$ cat src/hdl/ssc_pkg.sv
// Shared types, constants and the case-fold function of the substring search block.
package ssc_pkg;

    localparam int NEEDLE_MAX   = 16;
    localparam int HAYSTACK_MAX = 65536;
    localparam int LEN_W        = $clog2(NEEDLE_MAX + 1);
    localparam int IDX_W        = $clog2(NEEDLE_MAX);
    localparam int CNT_W        = $clog2(HAYSTACK_MAX + 1);
    localparam int START_W      = 16;
    localparam int ADDR_W       = 5;
    localparam int DATA_W       = 64;

    localparam logic [START_W-1:0] START_MAX  = '1;
    localparam logic [7:0]         UPPER_A    = 8'h41;
    localparam logic [7:0]         UPPER_Z    = 8'h5A;
    localparam logic [7:0]         CASE_DELTA = 8'h20;

    typedef enum logic [1:0] {
        REG_NEEDLE_LOW    = 2'd0,
        REG_NEEDLE_HIGH   = 2'd1,
        REG_NEEDLE_LENGTH = 2'd2,
        REG_MATCH_CASE    = 2'd3
    } reg_idx_t;

    typedef struct packed {
        logic [NEEDLE_MAX-1:0][7:0] needle;
        logic [LEN_W-1:0]           needle_length;
        logic                       match_case;
    } cfg_t;

    typedef struct packed {
        logic               valid;
        logic               found;
        logic [START_W-1:0] match_start;
    } res_t;

    // Maps ASCII uppercase letters to lowercase unless the compare is exact.
    function automatic logic [7:0] fold(input logic [7:0] b, input logic exact);
        if (!exact && b >= UPPER_A && b <= UPPER_Z) begin
            return b + CASE_DELTA;
        end
        return b;
    endfunction

endpackage

$ cat src/hdl/ssc_cfg.sv
// Configuration registers and APB-style access decode of the substring search block.
module ssc_cfg (
    input  logic                        aclk,
    input  logic                        aresetn,
    input  logic                        psel,
    input  logic                        penable,
    input  logic                        pwrite,
    input  logic [ssc_pkg::ADDR_W-1:0]  paddr,
    input  logic [ssc_pkg::DATA_W-1:0]  pwdata,
    output logic [ssc_pkg::DATA_W-1:0]  prdata,
    output ssc_pkg::cfg_t               cfg
);

    logic [63:0]                  needle_low_reg;
    logic [63:0]                  needle_high_reg;
    logic [ssc_pkg::LEN_W-1:0]    needle_length_reg;
    logic                         match_case_reg;
    ssc_pkg::reg_idx_t            reg_idx;
    logic                         wr_en;

    assign reg_idx = ssc_pkg::reg_idx_t'(paddr[ssc_pkg::ADDR_W-1:3]);
    assign wr_en   = psel && penable && pwrite;

    always_ff @(posedge aclk) begin
        if (!aresetn) begin
            needle_low_reg    <= '0;
            needle_high_reg   <= '0;
            needle_length_reg <= '0;
            match_case_reg    <= 1'b1;
        end else if (wr_en) begin
            unique case (reg_idx)
                ssc_pkg::REG_NEEDLE_LOW:    needle_low_reg    <= pwdata[63:0];
                ssc_pkg::REG_NEEDLE_HIGH:   needle_high_reg   <= pwdata[63:0];
                ssc_pkg::REG_NEEDLE_LENGTH: needle_length_reg <= pwdata[ssc_pkg::LEN_W-1:0];
                ssc_pkg::REG_MATCH_CASE:    match_case_reg    <= pwdata[0];
                default: ;
            endcase
        end
    end

    always_comb begin
        prdata = '0;
        unique case (reg_idx)
            ssc_pkg::REG_NEEDLE_LOW:    prdata = needle_low_reg;
            ssc_pkg::REG_NEEDLE_HIGH:   prdata = needle_high_reg;
            ssc_pkg::REG_NEEDLE_LENGTH: prdata = ssc_pkg::DATA_W'(needle_length_reg);
            ssc_pkg::REG_MATCH_CASE:    prdata = ssc_pkg::DATA_W'(match_case_reg);
            default:                    prdata = '0;
        endcase
    end

    assign cfg.needle        = {needle_high_reg, needle_low_reg};
    assign cfg.needle_length = needle_length_reg;
    assign cfg.match_case    = match_case_reg;

endmodule

$ cat src/hdl/ssc_core.sv
// Byte window, position counter and parallel needle compare of the substring search block.
module ssc_core (
    input  logic          aclk,
    input  logic          aresetn,
    input  logic          step,
    input  logic [7:0]    text_byte,
    input  logic          final_byte,
    input  ssc_pkg::cfg_t cfg,
    output ssc_pkg::res_t res
);

    localparam int NM = ssc_pkg::NEEDLE_MAX;

    logic [NM-1:0][7:0]           win_reg;
    logic [NM-1:0][7:0]           win_next;
    logic [ssc_pkg::CNT_W-1:0]    cnt_reg;
    logic [ssc_pkg::CNT_W-1:0]    cnt_next;
    logic [ssc_pkg::CNT_W-1:0]    cnt_inc;
    logic [ssc_pkg::CNT_W-1:0]    start_full;
    logic                         reported_reg;
    logic                         reported_next;
    logic [ssc_pkg::LEN_W-1:0]    sel_pos [NM];
    logic [NM-1:0]                mismatch;
    logic                         active;
    logic                         len_zero;
    logic                         len_ok;
    logic                         hit;

    // Newest byte sits at index 0; the window shifts only while searching.
    assign win_next = {win_reg[NM-2:0], text_byte};
    assign cnt_inc  = cnt_reg + 1'b1;
    assign active   = !reported_reg && (cnt_reg < ssc_pkg::CNT_W'(ssc_pkg::HAYSTACK_MAX));
    assign len_zero = (cfg.needle_length == '0);
    assign len_ok   = (cfg.needle_length <= ssc_pkg::LEN_W'(NM));

    always_comb begin
        for (int k = 0; k < NM; k++) begin
            sel_pos[k]  = cfg.needle_length - ssc_pkg::LEN_W'(k) - 1'b1;
            mismatch[k] = (ssc_pkg::LEN_W'(k) < cfg.needle_length) &&
                          (ssc_pkg::fold(cfg.needle[k], cfg.match_case) !=
                           ssc_pkg::fold(win_next[sel_pos[k][ssc_pkg::IDX_W-1:0]],
                                         cfg.match_case));
        end
    end

    assign hit = active && (len_zero ||
                 (len_ok && cnt_inc >= ssc_pkg::CNT_W'(cfg.needle_length) && !(|mismatch)));
    assign start_full = len_zero ? '0 : cnt_inc - ssc_pkg::CNT_W'(cfg.needle_length);

    always_comb begin
        res.valid       = step && (hit || (final_byte && !reported_reg));
        res.found       = hit;
        res.match_start = '0;
        if (hit) begin
            if (start_full > ssc_pkg::CNT_W'(ssc_pkg::START_MAX)) begin
                res.match_start = ssc_pkg::START_MAX;
            end else begin
                res.match_start = start_full[ssc_pkg::START_W-1:0];
            end
        end
    end

    always_comb begin
        cnt_next      = cnt_reg;
        reported_next = reported_reg;
        if (step) begin
            if (active) begin
                cnt_next = cnt_inc;
            end
            if (hit) begin
                reported_next = 1'b1;
            end
            if (final_byte) begin
                cnt_next      = '0;
                reported_next = 1'b0;
            end
        end
    end

    always_ff @(posedge aclk) begin
        if (!aresetn) begin
            cnt_reg      <= '0;
            reported_reg <= 1'b0;
        end else begin
            cnt_reg      <= cnt_next;
            reported_reg <= reported_next;
        end
    end

    // Window entries are read only below the byte count, so they need no clearing.
    always_ff @(posedge aclk) begin
        if (step && active) begin
            win_reg <= win_next;
        end
    end

    a_silent_after_report: assert property (@(posedge aclk) disable iff (!aresetn)
        step && reported_reg && !final_byte |-> !res.valid)
        else $error("result given after a match was already reported");

    a_count_bounded: assert property (@(posedge aclk) disable iff (!aresetn)
        cnt_reg <= ssc_pkg::CNT_W'(ssc_pkg::HAYSTACK_MAX))
        else $error("byte count passed its saturation value");

    a_final_clears: assert property (@(posedge aclk) disable iff (!aresetn)
        step && final_byte |=> cnt_reg == '0 && !reported_reg)
        else $error("last byte did not clear the stream state");

    a_one_found: assert property (@(posedge aclk) disable iff (!aresetn)
        reported_reg && !$past(final_byte && step) |-> !hit)
        else $error("second match raised within one haystack");

endmodule

$ cat src/hdl/substring_search_case_fold.sv
// Top level of the substring search block: input word register, result register, config port.
//
//   Channel  | Direction | Handshake              | Word
//   ---------+-----------+------------------------+-------------------------------------
//   s_       | in        | s_valid / s_ready      | s_text_byte, s_final_byte
//   m_       | out       | m_valid / m_ready      | m_found, m_match_start
//   APB      | in        | psel/penable/pready    | paddr, pwdata, prdata (64-bit)
//
// Each word is compared with the needle in the input register; a haystack's first
// match, or its last byte if none matched, leaves a result in the output register,
// and bytes stream at one per cycle unless stalled; the window compare is the
// whole per-byte path. A word is held in the input register only while a result
// waits unaccepted in the output register. Reset (aresetn low at a clock edge)
// empties both registers and restores the register defaults: empty needle,
// exact compare. Configuration must be written while no haystack is in flight.
module substring_search_case_fold (
    input  logic                        aclk,
    input  logic                        aresetn,
    input  logic                        s_valid,
    output logic                        s_ready,
    input  logic [7:0]                  s_text_byte,
    input  logic                        s_final_byte,
    output logic                        m_valid,
    input  logic                        m_ready,
    output logic                        m_found,
    output logic [15:0]                 m_match_start,
    input  logic                        psel,
    input  logic                        penable,
    input  logic                        pwrite,
    input  logic [ssc_pkg::ADDR_W-1:0]  paddr,
    input  logic [ssc_pkg::DATA_W-1:0]  pwdata,
    output logic [ssc_pkg::DATA_W-1:0]  prdata,
    output logic                        pready
);

    ssc_pkg::cfg_t cfg;
    ssc_pkg::res_t res;

    logic       in_valid_reg;
    logic       in_valid_next;
    logic [7:0] in_byte_reg;
    logic       in_final_reg;
    logic       out_valid_reg;
    logic       out_valid_next;
    logic       out_found_reg;
    logic [15:0] out_start_reg;
    logic       out_free;
    logic       step;
    logic       s_take;

    assign pready = 1'b1;

    ssc_cfg u_cfg (
        .aclk    (aclk),
        .aresetn (aresetn),
        .psel    (psel),
        .penable (penable),
        .pwrite  (pwrite),
        .paddr   (paddr),
        .pwdata  (pwdata),
        .prdata  (prdata),
        .cfg     (cfg)
    );

    // The output register can take a new result when empty or being drained now.
    assign out_free = !out_valid_reg || m_ready;
    // The held word is processed as soon as its result has somewhere to go.
    assign step     = in_valid_reg && out_free;
    assign s_ready  = !in_valid_reg || step;
    assign s_take   = s_valid && s_ready;

    ssc_core u_core (
        .aclk       (aclk),
        .aresetn    (aresetn),
        .step       (step),
        .text_byte  (in_byte_reg),
        .final_byte (in_final_reg),
        .cfg        (cfg),
        .res        (res)
    );

    always_comb begin
        in_valid_next = in_valid_reg;
        if (s_take) begin
            in_valid_next = 1'b1;
        end else if (step) begin
            in_valid_next = 1'b0;
        end

        out_valid_next = out_valid_reg;
        if (out_free) begin
            out_valid_next = res.valid;
        end
    end

    always_ff @(posedge aclk) begin
        if (!aresetn) begin
            in_valid_reg  <= 1'b0;
            out_valid_reg <= 1'b0;
        end else begin
            in_valid_reg  <= in_valid_next;
            out_valid_reg <= out_valid_next;
        end
    end

    always_ff @(posedge aclk) begin
        if (s_take) begin
            in_byte_reg  <= s_text_byte;
            in_final_reg <= s_final_byte;
        end
        if (out_free && res.valid) begin
            out_found_reg <= res.found;
            out_start_reg <= res.match_start;
        end
    end

    assign m_valid       = out_valid_reg;
    assign m_found       = out_found_reg;
    assign m_match_start = out_start_reg;

endmodule
$ cat config.mk
export PLATFORM = sky130hd
export DESIGN_NAME = substring_search_case_fold
export DESIGN_NICKNAME = d
export VERILOG_FILES = /design/src/hdl/ssc_pkg.sv /design/src/hdl/ssc_cfg.sv /design/src/hdl/ssc_core.sv /design/src/hdl/substring_search_case_fold.sv
export SDC_FILE = /design/constraint.sdc
export NUM_CORES = 1
export LEC_CHECK = 0
export BUFFER_PORTS_ARGS = -buffer_cell sky130_fd_sc_hd__buf_2
export CAP_MARGIN = 15
export CORE_UTILIZATION = 54
export DETAILED_ROUTE_END_ITERATION = 12
export PLACE_DENSITY_LB_ADDON = 0.15
export SLEW_MARGIN = 20
export SYNTH_ARGS = -nofsm -noshare
export SYNTH_HDL_FRONTEND = slang
export SYNTH_SLANG_ARGS = --single-unit
export TNS_END_PERCENT = 50
$ cat constraint.sdc
create_clock -name aclk -period 8.46 [get_ports aclk]
set_input_delay 0.423 -clock aclk [delete_from_list [all_inputs] [get_ports aclk]]
set_output_delay 0.423 -clock aclk [all_outputs]
set_load 0.01 [all_outputs]
==> metrics <==
status finished clean; Yosys reg bits 300; Starting Density 55.3%; Arrival @ worst endpoint 6970 ps; first-pass GRT wire length 114 mm; Die Wd approximately 210 um; Final nets ~2,500; DRC viols 0; Overall Power 3.89 mW; syn nets 2,412; hold crit path type in2reg; Post-DP HPWL 56.4 mm; Switching Fraction 27.7%; die area approximately 45,000 um^2; minimum clock period 6740 ps; Skew-Pair Late Insertion Delay between 500 and 600 ps; Largest register FFs 120; setup repair bufs after CTS 0; first-pass iteration count of the detailed router 6; Crit path largest cell delay 960 ps; Core ar. 43,500 um^2; VDD IR max 0.147 mV; setup slack at placement 1830 ps; worst setup margin roughly 1700 ps; most frequent CP cell inv_2; synth warn 0; total grt overflow 0; Port Buffer Count 164; Top FF cell, synth dfxtp_1; post-synthesis sequential area ratio 31.1%; vias in the first global route 18,600; Int Power 2.81 mW; Yosys cell types 91; GRT Util Overall 33.2%; layout cell share with drive strength beyond 1 23.5%; fin crit share 79.6%; Netlist Area Pre-Place 24,000 um^2; Placed Area 25,200 um^2; # clock sinks 300; Flop pwr share 42.4%; Peak Freq 148 MHz; Clock Skews 19.9 ps; clock share of power 40.6%; logic gate share of total power between 10% and 20%; initial antenna violation count 1; Slowest cell on crit path ha_1; Ports around 170; leading area contributor after synthesis mux4_2; R2R depth 15; post-route cell area 26,500 um^2; Slew @ Worst Pin 1060 ps; # hold bufs at CTS 0; Cells after Synth 2,278; worst-case clock buffer depth 3; DR iter-0 viols roughly 2,700; Pins Over Slew Limit 0; Slew HR between 20% and 30%; R2R Setup Slk 1720 ps; Hold Path Sink in_byte_reg[4]; unrepaired setup endpoints after global routing false; hold_sp s_text_byte[4]; die height 213 um; asr flop ratio synth 0%; r2r startpoint u_cfg.needle_length_reg[2]; Hold Violations, Final 0; final setup vio count 0; # diodes 0; top post-synthesis cells by area mux4_2 24%, edfxtp_1 18%, dfxtp_1 13%; CP Class reg2reg; Via density 6.82; type of origin of the critical path flop; critical path required time 8700 ps; Wirelength per Cell between 20 and 30 um; Max-Cap Viols 0; Final ANT Viol Nets 0; Final Wtd Congestion 1.04; CP max FO 22; Reg2Reg Capture Point m_match_start[15]; Total Wirelength 75.1 mm; hold path cells 1; Post-synth EDFFs 146; kind of end point of the critical path flop; Leak Pwr 9.19 nW; largest net degree at the start of global routing 89; P&R area growth vs syn 10.0%; clock slew at reported path FFs 60 ps; root buf cell clkbuf_16; Num CTS Buffers 35; Placed Instances 2,916; post-cts sizing count 0; Finished Layout Cells 2,977; switching power around 1.1 mW; syn avg cell area 10.6 um^2; crit-path cells inv_2 -> ha_1 -> inv_2 -> mux4_2 -> a21o_1 -> nand3_1 -> nand2_1 -> o41ai_1 -> xor2_1 -> nor4_1 -> o221a_2 -> nor4b_4 -> a21oi_1 -> o22ai_1 -> buf_4; pwr/cell area 147 nW/um^2; TritonCTS clock tree done; Setup Total Neg Slack 0 ps; htree depth 2; share of the synthesized area in the top cell type 23.5%; post-layout util 60.9%; standard-cell rows 76; worst hold margin 44.9 ps; family with the most delay on the worst path simple AND/OR/NAND/NOR gates; Vias 20,300; number of buffers and inverters on the critical path 3
==> kinds of logic after synthesis <==
kind of cell    after synthesis  share of synthesized area, %
flops                       300                          31.1
mux                         437                          32.0
buf+inv                     184                          3.47
compound gates              394                          10.3
fa+ha+maj                    49                          2.58
other cells                   1                        0.0156
xor+xnor                    176                          6.56
simple gates                737                          14.0
==> placed cells by master, fill, tap and decap left out, types with 11 or more instances in the layout <==
cell type / synthesis / layout
nand2_1: 342 / 341
o31ai_1: 12 / 12
a21o_1: 24 / 24
xnor2_1: 98 / 95
edfxtp_1: 146 / 146
mux2_2: 17 / 17
mux2i_1: 159 / 159
or3_1: 12 / 11
clkbuf_16: 0 / 35
a31oi_1: 25 / 25
nor4b_1: 18 / 18
ha_1: 48 / 47
nand3_1: 60 / 60
nor3_1: 45 / 44
a21oi_1: 198 / 198
nor2_1: 160 / 160
o21ai_0: 30 / 30
dfxtp_1: 154 / 152
inv_1: 33 / 32
xor2_1: 75 / 74
mux4_2: 251 / 251
buf_2: 30 / 163
and2_1: 12 / 11
a22oi_1: 16 / 16
buf_4: 8 / 36
nand4_1: 11 / 11
nor2b_1: 13 / 13
==> layer usage <==
metal	track usage, %	wire (um)
met1	47.5	30300
met2	48.3	33000
met3	7.81	8460
met4	13.7	3150
met5	0	97
==> worst max path at each step <==
stage,from,to,slack (ps),depth (start not counted)
finish,u_cfg.needle_length_reg[2],m_match_start[15],1720,15
global route,u_cfg.needle_length_reg[2],m_match_start[15],1370,15
CTS,u_cfg.needle_length_reg[2],m_match_start[15],1830,15
detailed placement,u_cfg.needle_length_reg[2],m_match_start[9],1830,15
global placement,u_cfg.needle_length_reg[2],m_match_start[9],1990,15
floorplan,u_cfg.needle_length_reg[1],m_found,1600,20
==> power by group through the flow <==
| stage | logic (mW) | clock network [mW] | registers, mW |
|---|---|---|---|
| 6_report | 0.664 | 1.58 | 1.65 |
| 5_1_grt | 0.702 | 1.66 | 1.65 |
| 4_1_cts | 0.648 | 1.61 | 1.64 |
| 2_1_floorplan | 0.453 | 0 | 1.66 |
| 3_5_place_dp | 0.646 | 0 | 1.68 |
| 3_3_place_gp | 0.631 | 0 | 1.67 |
==> synthesized netlist by cell type (all sizes together), types with 11 or more instances <==
master	count
nor2b	13
edfxtp	146
o31ai	12
and2	13
nand3	60
nor2	160
o21ai	32
mux4	261
a21o	24
a31oi	26
a21oi	206
dfxtp	154
nand4	11
xnor2	99
buf	62
mux2i	159
clkbuf	84
xor2	75
a22oi	16
nand2	342
mux2	17
ha	48
inv	37
nor3	45
nor4b	19
or3	12
==> final cells by class <==
cell class              count  area, um^2
well taps                 585         732
flip-flops and latches    300        7470
multi-input cells        1794       15800
clock buffers              46         957
fillers                  3618       17000
repair buffers            199        1090
clock inverters            15         226
inverters                  38         148
Note: power is estimated with default switching activity, not from simulation.
